[config.mk]
export PLATFORM = sky130hd
export DESIGN_NAME = tkf_div
export DESIGN_NICKNAME = d
export VERILOG_FILES = /design/src/hw/rtl/tkf_pkg.sv /design/src/hw/rtl/tkf_div.sv
export SDC_FILE = /design/constraint.sdc
export NUM_CORES = 1
export LEC_CHECK = 0
export BUFFER_PORTS_ARGS = -buffer_cell sky130_fd_sc_hd__buf_2
export CAP_MARGIN = 10
export CORE_UTILIZATION = 55
export CTS_CLUSTER_DIAMETER = 30
export CTS_CLUSTER_SIZE = 28
export DETAILED_ROUTE_END_ITERATION = 10
export HOLD_SLACK_MARGIN = 0.12
export MAX_ROUTING_LAYER = met4
export PLACE_DENSITY = 0.76
export SETUP_SLACK_MARGIN = 0.15
export SYNTH_ARGS = -nofsm -noshare
export SYNTH_HDL_FRONTEND = slang
export SYNTH_SLANG_ARGS = --single-unit
export TNS_END_PERCENT = 50
[constraint.sdc]
create_clock -name aclk -period 10.8 [get_ports aclk]
set_input_delay 0.54 -clock aclk [delete_from_list [all_inputs] [get_ports aclk]]
set_output_delay 0.54 -clock aclk [all_outputs]
set_load 0.01 [all_outputs]
[src/hw/rtl/tkf_pkg.sv]
// shared word type, saturation helpers and the arctangent table of the tilt filter
package tkf_pkg;

    typedef logic signed [31:0] word_t;

    // configuration register indexes
    typedef enum logic [1:0] {
        REG_TIME_STEP   = 2'd0,
        REG_ANGLE_NOISE = 2'd1,
        REG_BIAS_NOISE  = 2'd2,
        REG_MEAS_NOISE  = 2'd3
    } cfg_reg_t;

    localparam word_t WORD_MAX = 32'sh7FFFFFFF;
    localparam word_t WORD_MIN = 32'sh80000000;

    // pi and pi/2 in Q30, and 8*pi in Q30 for the gyro scale
    localparam logic [33:0]        PI_Q30      = 34'd3373259426;
    localparam logic signed [33:0] HALF_PI_Q30 = 34'sd1686629713;
    localparam logic [34:0]        PI_Q30_X8   = 35'd26986075408;

    localparam int CORDIC_ITERS = 30;
    localparam int RATE_DIVISOR = 20700;

    function automatic word_t tkf_sat(input logic signed [33:0] v);
        word_t r;
        if (v > 34'sd2147483647) begin
            r = WORD_MAX;
        end else if (v < -34'sd2147483648) begin
            r = WORD_MIN;
        end else begin
            r = v[31:0];
        end
        return r;
    endfunction

    function automatic word_t tkf_add(input word_t a, input word_t b);
        logic signed [33:0] s;
        s = $signed({{2{a[31]}}, a}) + $signed({{2{b[31]}}, b});
        return tkf_sat(s);
    endfunction

    function automatic word_t tkf_sub(input word_t a, input word_t b);
        logic signed [33:0] s;
        s = $signed({{2{a[31]}}, a}) - $signed({{2{b[31]}}, b});
        return tkf_sat(s);
    endfunction

    // atan(2^-i) in Q30
    function automatic logic [29:0] tkf_atan(input logic [4:0] i);
        logic [29:0] r;
        unique case (i)
            5'd0:  r = 30'h3243F6A8;
            5'd1:  r = 30'h1DAC6705;
            5'd2:  r = 30'h0FADBAFC;
            5'd3:  r = 30'h07F56EA6;
            5'd4:  r = 30'h03FEAB76;
            5'd5:  r = 30'h01FFD55B;
            5'd6:  r = 30'h00FFFAAA;
            5'd7:  r = 30'h007FFF55;
            5'd8:  r = 30'h003FFFEA;
            5'd9:  r = 30'h001FFFFD;
            5'd10: r = 30'h000FFFFF;
            5'd11: r = 30'h0007FFFF;
            5'd12: r = 30'h0003FFFF;
            5'd13: r = 30'h0001FFFF;
            5'd14: r = 30'h0000FFFF;
            5'd15: r = 30'h00007FFF;
            5'd16: r = 30'h00003FFF;
            5'd17: r = 30'h00001FFF;
            5'd18: r = 30'h00000FFF;
            5'd19: r = 30'h000007FF;
            5'd20: r = 30'h000003FF;
            5'd21: r = 30'h000001FF;
            5'd22: r = 30'h000000FF;
            5'd23: r = 30'h0000007F;
            5'd24: r = 30'h0000003F;
            5'd25: r = 30'h0000001F;
            5'd26: r = 30'h0000000F;
            5'd27: r = 30'h00000007;
            5'd28: r = 30'h00000003;
            5'd29: r = 30'h00000001;
            default: r = '0;
        endcase
        return r;
    endfunction

endpackage

[src/hw/rtl/tkf_div.sv]
// bit-serial restoring divider, rounded half away from zero, saturated to a word
module tkf_div
    import tkf_pkg::*;
#(
    parameter int NUM_W = 56
) (
    input  logic             aclk,
    input  logic             aresetn,
    input  logic             start,
    input  logic [NUM_W-1:0] num,
    input  logic [31:0]      den,
    input  logic             neg,
    output logic             done,
    output word_t            result
);

    typedef enum logic [1:0] {DIV_IDLE, DIV_RUN, DIV_FINISH} div_state_t;

    localparam int            CW        = $clog2(NUM_W);
    localparam logic [CW-1:0] LAST_STEP = CW'(NUM_W - 1);

    div_state_t       state_reg;
    logic [CW-1:0]    cnt_reg;
    logic [NUM_W-1:0] acc_reg;
    logic [31:0]      rem_reg;
    logic [31:0]      den_reg;
    logic             neg_reg;
    word_t            result_reg;
    logic             done_reg;
    logic [32:0]      shifted;
    logic             ge;
    logic             over;

    always_comb begin
        shifted = {rem_reg, acc_reg[NUM_W-1]};
        ge      = shifted >= {1'b0, den_reg};
        over    = |acc_reg[NUM_W-1:31];
    end

    always_ff @(posedge aclk) begin
        if (!aresetn) begin
            state_reg <= DIV_IDLE;
            done_reg  <= 1'b0;
        end else begin
            done_reg <= 1'b0;
            unique case (state_reg)
                DIV_IDLE: begin
                    if (start) begin
                        // half the divisor added up front gives the rounding
                        acc_reg   <= num + NUM_W'(den >> 1);
                        rem_reg   <= '0;
                        den_reg   <= den;
                        neg_reg   <= neg;
                        cnt_reg   <= '0;
                        state_reg <= DIV_RUN;
                    end
                end
                DIV_RUN: begin
                    rem_reg   <= ge ? 32'(shifted - {1'b0, den_reg}) : shifted[31:0];
                    acc_reg   <= {acc_reg[NUM_W-2:0], ge};
                    cnt_reg   <= cnt_reg + 1'b1;
                    if (cnt_reg == LAST_STEP) begin
                        state_reg <= DIV_FINISH;
                    end
                end
                DIV_FINISH: begin
                    if (neg_reg) begin
                        result_reg <= over ? WORD_MIN : word_t'(32'd0 - acc_reg[31:0]);
                    end else begin
                        result_reg <= over ? WORD_MAX : word_t'(acc_reg[31:0]);
                    end
                    done_reg  <= 1'b1;
                    state_reg <= DIV_IDLE;
                end
                default: state_reg <= DIV_IDLE;
            endcase
        end
    end

    assign done   = done_reg;
    assign result = result_reg;

endmodule

==> flow_metrics.tcl <==
set metrics [dict create \
    outcome "complete, no violations" \
    ys_types 69 \
    diodes 0 \
    crit_path_end_kind "flop" \
    row_count 51 \
    syn_area_per_cell_um2 9.40 \
    yosysSeqAreaShare_pct 43.3 \
    drtAntennaViolNets 0 \
    die-area_mm2 0.0209 \
    place_area_mm2 0.0120 \
    relSlewSlack_pct 34.7 \
    post_cts_resized 0 \
    ctsHtreeMaxLevel 4 \
    avgViaCountPerCell 5.93 \
    drt_pass1_iterations 5 \
    min_path_type "input pin to flop" \
    core_mm2 0.0197 \
    clk_path_buf_depth 2 \
    fin_util_pct 63.8 \
    max_freq_mhz 258 \
    antenna_found_initial 0 \
    ys.flop_type "edfxtp_1" \
    avgRoutedWirePerCell_um 17.7 \
    p_leak_nw 5.05 \
    path_clk_slew_ns 0.07 \
    numPortBuffers 124 \
    async_reset_ff_share_pct 0 \
    areaGrowthSynthToFinish_pct 12.6 \
    p_per_area_mw_per_mm2 142 \
    largest_reg_flops 56 \
    critPathRequiredTime_ns 10.97 \
    period_needed_ns 3.88 \
    dr_total_vias 9262 \
    slew_viol_final 0 \
    place_congestion 0.966 \
    cp_max_fo 21 \
    wirelength_um 27700 \
    dp_hpwl_um 20600 \
    cts.sinks 162 \
    yosysTopAreaCellShare_pct 42.7 \
    cp_data_arrival_time_ns 4.05 \
    drive_above_1_share_pct 14.4 \
    cts_tree "built" \
    dp_cells 1531 \
    grt_overflow 0 \
    period_share_pct 35.9 \
    io_pins 125 \
    skew_ns 0.0132 \
    tightestPinTransition_ns 0.977 \
    syn-cell-area_mm2 0.0112 \
    grt_setup_unrepaired "no" \
    design_area_mm2 0.0126 \
    grt.total_usage_pct 28.4 \
    fp.dieW_um 145 \
    cts_inserted_buffers 17 \
    die_h_um 145 \
    synth_cells 1189 \
    final_cell_mix "edfxtp_1, nor2_1, buf_2, nand2_1, a21oi_1" \
    peakVddDrop_mv 0.123 \
    grt_pass1_wl_um 43200 \
    cts_setup_buffers 0 \
    hold_violations 0 \
    finalNetCount 1444 \
    synth-edff-count 159 \
    postCtsHoldBufs 0 \
    synth_fp_nets 1348 \
    critical_path_class "flop to flop" \
    initial_core_util_pct 56.7 \
    grt_max_degree 88 \
    yosysWarnings 0 \
    drv_cap 0 \
    grt_pass1_vias 8275 \
    clk_latency_ns 0.44 \
    dr.first_iter.drc_count 997 \
    drc 0 \
    setup_viol 0 \
    ys_seq_elements 162 \
    synth_top_area_cell "edfxtp_1" \
    layout_commonest_cell "edfxtp_1" \
    tns_ns 0 \
    setup.worst_path.start_class "flop" \
    ys_top_cells_by_area "edfxtp_1, ha_1, a21oi_1" \
    root_buffer "clkbuf_16" \
    fin_cells 1563 \
]
-- Yosys cell counts (4+ instances only) --
master	n
o211ai_1	9
nor2b_1	11
inv_1	60
a31oi_1	10
a21o_1	17
nand2_1	108
o21bai_1	6
ha_1	65
o31ai_1	11
a211o_1	6
or3_1	9
mux2i_1	26
nor2_1	131
or2_2	7
xor2_1	51
nor3b_1	4
a21oi_1	106
nand4_1	14
a21boi_0	4
o21ai_0	90
o21a_1	9
buf_2	7
nor3_1	12
o2111ai_1	6
nand2b_1	24
xnor2_1	48
and3_1	13
edfxtp_1	159
a211oi_1	11
and2_1	8
o311ai_0	8
nor4_1	8
clkbuf_1	45
nand3_1	31
-- per-stage QoR --
step	total power [mW]	worst slack, ns	hold slack [ns]
after floorplan	1.07	5.68	0.488
after global placement	1.17	7.11	0.536
after detailed placement	1.18	6.99	0.547
after CTS	1.79	6.99	0.281
after global routing	1.86	6.65	0.289
final	1.79	6.92	0.295
-- layout make-up --
class                      instances  area [um^2]
inverter                          60          225
timing repair buffer             133          688
clock buffer                      17          425
multi-input combinational        911         5910
sequential                       162         4830
clock inverter                    15          171
fill                            1664         7130
tap                              265          332
-- report_power, final --
| group | leakage (nW) | switching (mW) | internal [mW] | total, mW |
|---|---|---|---|---|
| sequential | 1.52 | 0.0297 | 0.743 | 0.773 |
| combinational | 3.24 | 0.241 | 0.156 | 0.397 |
| clock | 0.283 | 0.274 | 0.347 | 0.621 |
-- cell families (layout without fill, tap and decap cells) --
logic type / count (synthesis) / in the layout / share of synthesized area, %
AND/OR/NAND/NOR: 394 / 394 / 16.7
adder cells (fa/ha/maj): 67 / 67 / 7.64
AO/OA/AOI/OAI: 325 / 325 / 18.3
buffers and inverters: 116 / 225 / 4.05
multiplexers: 26 / 26 / 2.33
XOR/XNOR: 99 / 99 / 7.76
flip-flops: 162 / 162 / 43.3
-- worst max-delay path, stage by stage (launching register included) --
cell,delay (ns)
edfxtp_1,0.39
ha_1,0.42
a21oi_1,0.35
o21ai_1,0.15
a31oi_1,0.23
nor2_1,0.09
o32ai_2,0.41
o31ai_2,0.17
a31oi_4,0.59
buf_4,0.48
mux2i_1,0.26
nor2_1,0.06
-- worst paths after layout --
path                                     to  cells after the start  slack [ns]        start
worst max-delay path            rem_reg[11]                     11        6.92   rem_reg[9]
worst min-delay path             den_reg[5]                      1        0.29       den[5]
worst max register to register  rem_reg[11]                     11        6.92   rem_reg[9]
worst min register to register  acc_reg[52]                      2        0.56  acc_reg[51]
-- metal layers --
metal	share of wire, %	track usage (%)	vias to the layer above
met3	6.8	4.64	54
met1	46	39.2	4306
li1	-	-	4525
met2	44	41.4	377
met4	3.7	12.0	0
met5	0	-	-
Note: power is estimated with default switching activity, not from simulation.
