==> config.mk <==
export PLATFORM = sky130hd
export DESIGN_NAME = tkf_mul
export DESIGN_NICKNAME = d
export VERILOG_FILES = /design/src/hw/rtl/tkf_pkg.sv /design/src/hw/rtl/tkf_mul.sv
export SDC_FILE = /design/constraint.sdc
export NUM_CORES = 1
export LEC_CHECK = 0
export BUFFER_PORTS_ARGS = -buffer_cell sky130_fd_sc_hd__buf_2
export CORE_ASPECT_RATIO = 0.9
export CORE_MARGIN = 3
export CORE_UTILIZATION = 54
export DETAILED_ROUTE_END_ITERATION = 8
export HOLD_SLACK_MARGIN = 0.03
export MAX_ROUTING_LAYER = met4
export PLACE_DENSITY = 0.78
export RECOVER_POWER = 50
export SYNTH_ARGS = -nofsm -noshare
export SYNTH_HDL_FRONTEND = slang
export SYNTH_SLANG_ARGS = --single-unit
==> constraint.sdc <==
create_clock -name aclk -period 4.32 [get_ports aclk]
set_input_delay 0.648 -clock aclk [delete_from_list [all_inputs] [get_ports aclk]]
set_output_delay 0.648 -clock aclk [all_outputs]
set_load 0.02 [all_outputs]
==> src/hw/rtl/tkf_pkg.sv <==
// shared word type, saturation helpers and the arctangent table of the tilt filter
package tkf_pkg;

    typedef logic signed [31:0] word_t;

    // configuration register indexes
    typedef enum logic [1:0] {
        REG_TIME_STEP   = 2'd0,
        REG_ANGLE_NOISE = 2'd1,
        REG_BIAS_NOISE  = 2'd2,
        REG_MEAS_NOISE  = 2'd3
    } cfg_reg_t;

    localparam word_t WORD_MAX = 32'sh7FFFFFFF;
    localparam word_t WORD_MIN = 32'sh80000000;

    // pi and pi/2 in Q30, and 8*pi in Q30 for the gyro scale
    localparam logic [33:0]        PI_Q30      = 34'd3373259426;
    localparam logic signed [33:0] HALF_PI_Q30 = 34'sd1686629713;
    localparam logic [34:0]        PI_Q30_X8   = 35'd26986075408;

    localparam int CORDIC_ITERS = 30;
    localparam int RATE_DIVISOR = 20700;

    function automatic word_t tkf_sat(input logic signed [33:0] v);
        word_t r;
        if (v > 34'sd2147483647) begin
            r = WORD_MAX;
        end else if (v < -34'sd2147483648) begin
            r = WORD_MIN;
        end else begin
            r = v[31:0];
        end
        return r;
    endfunction

    function automatic word_t tkf_add(input word_t a, input word_t b);
        logic signed [33:0] s;
        s = $signed({{2{a[31]}}, a}) + $signed({{2{b[31]}}, b});
        return tkf_sat(s);
    endfunction

    function automatic word_t tkf_sub(input word_t a, input word_t b);
        logic signed [33:0] s;
        s = $signed({{2{a[31]}}, a}) - $signed({{2{b[31]}}, b});
        return tkf_sat(s);
    endfunction

    // atan(2^-i) in Q30
    function automatic logic [29:0] tkf_atan(input logic [4:0] i);
        logic [29:0] r;
        unique case (i)
            5'd0:  r = 30'h3243F6A8;
            5'd1:  r = 30'h1DAC6705;
            5'd2:  r = 30'h0FADBAFC;
            5'd3:  r = 30'h07F56EA6;
            5'd4:  r = 30'h03FEAB76;
            5'd5:  r = 30'h01FFD55B;
            5'd6:  r = 30'h00FFFAAA;
            5'd7:  r = 30'h007FFF55;
            5'd8:  r = 30'h003FFFEA;
            5'd9:  r = 30'h001FFFFD;
            5'd10: r = 30'h000FFFFF;
            5'd11: r = 30'h0007FFFF;
            5'd12: r = 30'h0003FFFF;
            5'd13: r = 30'h0001FFFF;
            5'd14: r = 30'h0000FFFF;
            5'd15: r = 30'h00007FFF;
            5'd16: r = 30'h00003FFF;
            5'd17: r = 30'h00001FFF;
            5'd18: r = 30'h00000FFF;
            5'd19: r = 30'h000007FF;
            5'd20: r = 30'h000003FF;
            5'd21: r = 30'h000001FF;
            5'd22: r = 30'h000000FF;
            5'd23: r = 30'h0000007F;
            5'd24: r = 30'h0000003F;
            5'd25: r = 30'h0000001F;
            5'd26: r = 30'h0000000F;
            5'd27: r = 30'h00000007;
            5'd28: r = 30'h00000003;
            5'd29: r = 30'h00000001;
            default: r = '0;
        endcase
        return r;
    endfunction

endpackage

==> src/hw/rtl/tkf_mul.sv <==
// bit-serial signed fixed-point multiplier with rounding and saturation
module tkf_mul
    import tkf_pkg::*;
#(
    parameter int FRAC_BITS = 24
) (
    input  logic  aclk,
    input  logic  aresetn,
    input  logic  start,
    input  word_t a,
    input  word_t b,
    output logic  done,
    output word_t result
);

    typedef enum logic [1:0] {MUL_IDLE, MUL_RUN, MUL_ROUND} mul_state_t;

    localparam logic [4:0]        LAST_STEP  = 5'd31;
    localparam logic signed [65:0] ROUND_HALF = 66'sd1 <<< (FRAC_BITS - 1);

    mul_state_t        state_reg;
    logic [4:0]        cnt_reg;
    logic [64:0]       prod_reg;
    word_t             a_reg;
    word_t             result_reg;
    logic              done_reg;
    logic signed [33:0] a_ext;
    logic signed [33:0] addend;
    logic signed [33:0] sum;
    logic signed [65:0] rounded;
    logic signed [65:0] shifted;

    always_comb begin
        a_ext = $signed({{2{a_reg[31]}}, a_reg});
        // the top multiplier bit carries negative weight
        if (!prod_reg[0]) begin
            addend = '0;
        end else if (cnt_reg == LAST_STEP) begin
            addend = -a_ext;
        end else begin
            addend = a_ext;
        end
        sum     = $signed({prod_reg[64], prod_reg[64:32]}) + addend;
        rounded = $signed({prod_reg[64], prod_reg}) + ROUND_HALF;
        shifted = rounded >>> FRAC_BITS;
    end

    always_ff @(posedge aclk) begin
        if (!aresetn) begin
            state_reg <= MUL_IDLE;
            done_reg  <= 1'b0;
        end else begin
            done_reg <= 1'b0;
            unique case (state_reg)
                MUL_IDLE: begin
                    if (start) begin
                        a_reg     <= a;
                        prod_reg  <= {33'b0, b};
                        cnt_reg   <= '0;
                        state_reg <= MUL_RUN;
                    end
                end
                MUL_RUN: begin
                    prod_reg <= {sum, prod_reg[31:1]};
                    cnt_reg  <= cnt_reg + 1'b1;
                    if (cnt_reg == LAST_STEP) begin
                        state_reg <= MUL_ROUND;
                    end
                end
                MUL_ROUND: begin
                    if (shifted > 66'sd2147483647) begin
                        result_reg <= WORD_MAX;
                    end else if (shifted < -66'sd2147483648) begin
                        result_reg <= WORD_MIN;
                    end else begin
                        result_reg <= shifted[31:0];
                    end
                    done_reg  <= 1'b1;
                    state_reg <= MUL_IDLE;
                end
                default: state_reg <= MUL_IDLE;
            endcase
        end
    end

    assign done   = done_reg;
    assign result = result_reg;

endmodule

==> impl_metrics.csv <==
group,metric,value,unit
power_and_ir_drop,cellLeakagePower,0.00404,uW
global_routing,grt_pass1_vias,6540,
setup_path,critical_path_class,"reg2reg",
setup_path,path_cells,"or3_4, or4_4, or3_4, o21a_4, xor2_2, and2_4, ha_4, buf_4, nand4_1, nor4_2, and2_1, o2111ai_2, a31oi_2, buf_4, buf_4, nor2_1, nand4_1, nand4_1",
cells_and_area,fillCellCount,1128,
cells_and_area,n_antenna_cell,0,
min_path,hold_class,"in2reg",
clocking,cts.path.max_buffers,2,
cells_and_area,final_layout_size_suffix_gt1_share,22.8,%
timing,rsz0062_at_grt,"true",
floorplan,start_util,56.4,%
clocking,cts_made_buffers,17,
clocking,htree_levels,4,
setup_path,path_depth,18,
setup_path,path_buf_inv,3,
logic_synthesis,synth_nets,957,
global_routing,grt_overflow_total,0,
logic_synthesis,ys_types,68,
timing,final-hold-violation-count,0,
timing,finalCritPeriodShare,103,%
setup_path,crit_arrival,4.63,ns
timing,setup_violations,3,
logic_synthesis,yosys_register_bits,137,
global_routing,antenna_found_initial,0,
logic_synthesis,synth_area,8480,um2
power_and_ir_drop,ir_worst_vdd,331,uV
setup_path,timing.rr.end,"prod_reg[63]",
floorplan,fp.dieH,125,um
setup_path,r2r-start,"a_reg[9]",
global_routing,grt_pass1_wl,32.0,mm
clocking,cts.sinks,137,
detailed_routing,drc,0,
outcome,failed_checks,"max-capacitance violations, max-slew violations, negative setup slack",
setup_path,cpLargestDelayFamily,"simple AND/OR/NAND/NOR gates",
cells_and_area,regArea,4080,um2
clocking,clk_latency,0.44,ns
setup_path,cp-endpoint,"prod_reg[63]",
logic_synthesis,syn_avg_cell_area,9.95,um2
setup_path,cp-end-kind,"register",
cells_and_area,area_growth,23.9,%
power_and_ir_drop,totalPowerFinal,3740,uW
timing,worst_pin_slew,2.47,ns
setup_path,reg2reg_depth,18,
detailed_routing,num_vias,6997,
setup_path,r2r_setup_slack,-0.13,ns
clocking,postCtsHoldBufs,0,
detailed_routing,dr.pass1.iters,5,
detailed_routing,via_per_inst,5.75,
setup_path,critPathLaunch,"a_reg[9]",
timing,fmax,225,MHz
setup_path,critical_path.max_fanout,5,
logic_synthesis,netlist_instances,852,
outcome,outcome,"finished with violations",
detailed_routing,drtIter0Drc,610,
floorplan,die_area,17200,um2
cells_and_area,postLayoutCoreUtil,69.9,%
placement,hpwl,14.2,mm
cells_and_area,nets,1110,
logic_synthesis,synth_edf_count,134,
power_and_ir_drop,power.density,356,nW/um2
detailed_routing,detail_route.wl_per_cell,16.6,um
setup_path,cpPeakStageDelay,0.44,ns
floorplan,core,15000,um2
placement,placed_cell_area,9650,um2
floorplan,rows,42,
logic_synthesis,yosysWarningCount,0,
logic_synthesis,ys_seq_area_share,48.2,%
global_routing,grt_max_degree,47,
timing,layout_setup_ws,-0.131,ns
global_routing,grt_usage,23.7,%
cells_and_area,multi_input_area,4520,um2
timing,slew_violations,96,
cells_and_area,largest_register_ffs,65,
detailed_routing,drtAntennaViolNets,0,
job,cap_violations,3,
setup_path,start_kind,"register",
floorplan,ioPinCount,100,
timing,whs,0.381,ns
placement,io_buffers,99,
timing,fin_skew,0.0119,ns
logic_synthesis,async_flop_share,0,%
cells_and_area,fin_area,10500,um2
logic_synthesis,synth_flop_cell,"edfxtp_1",
detailed_routing,routed_wl,20.2,mm
clocking,cts_tree,"done",
placement,gp_congestion,0.980,
clocking,clockRootBuffer,"clkbuf_16",
timing,post-route-min-period,4.45,ns
placement,dpl_worst_slack,-0.0886,ns
timing,relSlewSlack,-65.3,%
setup_path,required,4.50,ns
clocking,path_clk_slew,0.06,ns
setup_path,crit_slowest_cell,"or4_4",
floorplan,die_x,138,um
cell families (layout without fill, tap and decap cells):
| kind of cell | Yosys count | count (layout) | synth area share, % |
|---|---|---|---|
| compound gates | 180 | 180 | 13.9 |
| flops | 137 | 137 | 48.2 |
| mux | 1 | 1 | 0.118 |
| buf+inv | 56 | 222 | 2.63 |
| xor+xnor | 82 | 82 | 8.56 |
| fa+ha+maj | 38 | 38 | 5.69 |
| simple gates | 358 | 358 | 21.0 |
cell usage in the layout, fill, tap and decap left out, types with 13 or more instances in the layout:
| master | n |
|---|---|
| xor2_1 | 28 |
| o21ai_0 | 24 |
| nand2_1 | 146 |
| nand4_1 | 13 |
| and2_1 | 34 |
| buf_4 | 60 |
| clkbuf_1 | 35 |
| ha_1 | 31 |
| buf_2 | 66 |
| nand3_1 | 26 |
| a21oi_1 | 63 |
| nor2_1 | 52 |
| edfxtp_1 | 134 |
| xnor2_1 | 52 |
| inv_1 | 26 |
| clkbuf_16 | 17 |
through the flow:
step / TNS (ns) / std cells
finish: -0.266 / 1216
global route: -0.942 / 1216
global placement: -0.00559 / 1177
floorplan: 0 / 852
CTS: 0 / 1212
detailed placement: -0.224 / 1177
per-layer routing:
metal  vias to the layer above  part of all wire [%]  global-route usage (%)
met3                        29                   7.5                    4.45
li1                       3418                     -                       -
met2                       284                    45                    36.1
met1                      3266                    45                    32.6
met4                         0                   1.6                    6.86
met5                         -                     0                       -
report_power, final:
| part | switching, uW | total (uW) | internal [uW] |
|---|---|---|---|
| sequential | 76.6 | 1630 | 1560 |
| clock | 640 | 1470 | 826 |
| combinational | 363 | 646 | 283 |
worst register-to-register path: cells and delay by family (launching register included):
kind            cells  cell delay (ns)
compound gates      3             0.68
buf+inv             3             0.39
fa+ha+maj           1             0.26
xor+xnor            1             0.14
flops               1             0.39
simple gates       10             2.33
Yosys cell counts (2+ instances only):
cell | count | share of area (%)
a211oi_1 | 5 | 0.44
a21boi_0 | 2 | 0.18
a21o_1 | 12 | 1.1
a21oi_1 | 67 | 4.0
a31oi_1 | 5 | 0.37
and2_1 | 35 | 2.6
and3_1 | 9 | 0.66
and4_1 | 4 | 0.41
buf_1 | 2 | 0.089
buf_2 | 4 | 0.24
clkbuf_1 | 23 | 1.0
dfxtp_1 | 3 | 0.71
edfxtp_1 | 134 | 47
ha_1 | 37 | 5.5
inv_1 | 26 | 1.2
nand2_1 | 146 | 6.5
nand2b_1 | 11 | 0.81
nand3_1 | 27 | 1.6
nand4_1 | 13 | 0.96
nor2_1 | 54 | 2.4
nor2b_1 | 3 | 0.22
nor3_1 | 14 | 0.83
nor3b_1 | 3 | 0.27
nor4_1 | 8 | 0.59
nor4_2 | 2 | 0.30
o2111ai_1 | 3 | 0.31
o211ai_1 | 4 | 0.35
o21a_1 | 8 | 0.71
o21ai_0 | 35 | 2.1
o21bai_1 | 4 | 0.35
o31a_1 | 4 | 0.41
o31ai_1 | 11 | 0.97
o41ai_1 | 3 | 0.31
o41ai_2 | 2 | 0.38
or2_2 | 3 | 0.22
or3_1 | 9 | 0.66
or3_4 | 2 | 0.27
or4_1 | 3 | 0.27
or4_4 | 4 | 0.53
xnor2_1 | 52 | 5.4
xor2_1 | 29 | 3.0
how the worst min path moves through the flow:
stage               slack, ns  cells past startpoint         start     endpoint
CTS                      0.37                      1         a[21]    a_reg[21]
finish                   0.38                      1         a[21]    a_reg[21]
floorplan                0.45                      2  state_reg[1]         done
global placement         0.49                      2   prod_reg[3]  prod_reg[2]
detailed placement       0.50                      2   prod_reg[8]  prod_reg[7]
global route             0.37                      1         a[19]    a_reg[19]
timing repair:
item,in CTS,in global routing
gates resized for setup,15,42
endpoints found under the hold margin,0,0
pin swaps,3,17
endpoints found under the setup margin,4,17
setup buffers,3,4
cell type report:
cell class | count | share of cell area (%)
repair buffers | 164 | 9.09
well taps | 198 | 2.36
multi-input cells | 659 | 43.0
flip-flops and latches | 137 | 38.9
clock inverters | 15 | 1.68
inverters | 26 | 0.929
clock buffers | 17 | 4.05
Note: power is estimated with default switching activity, not from simulation.
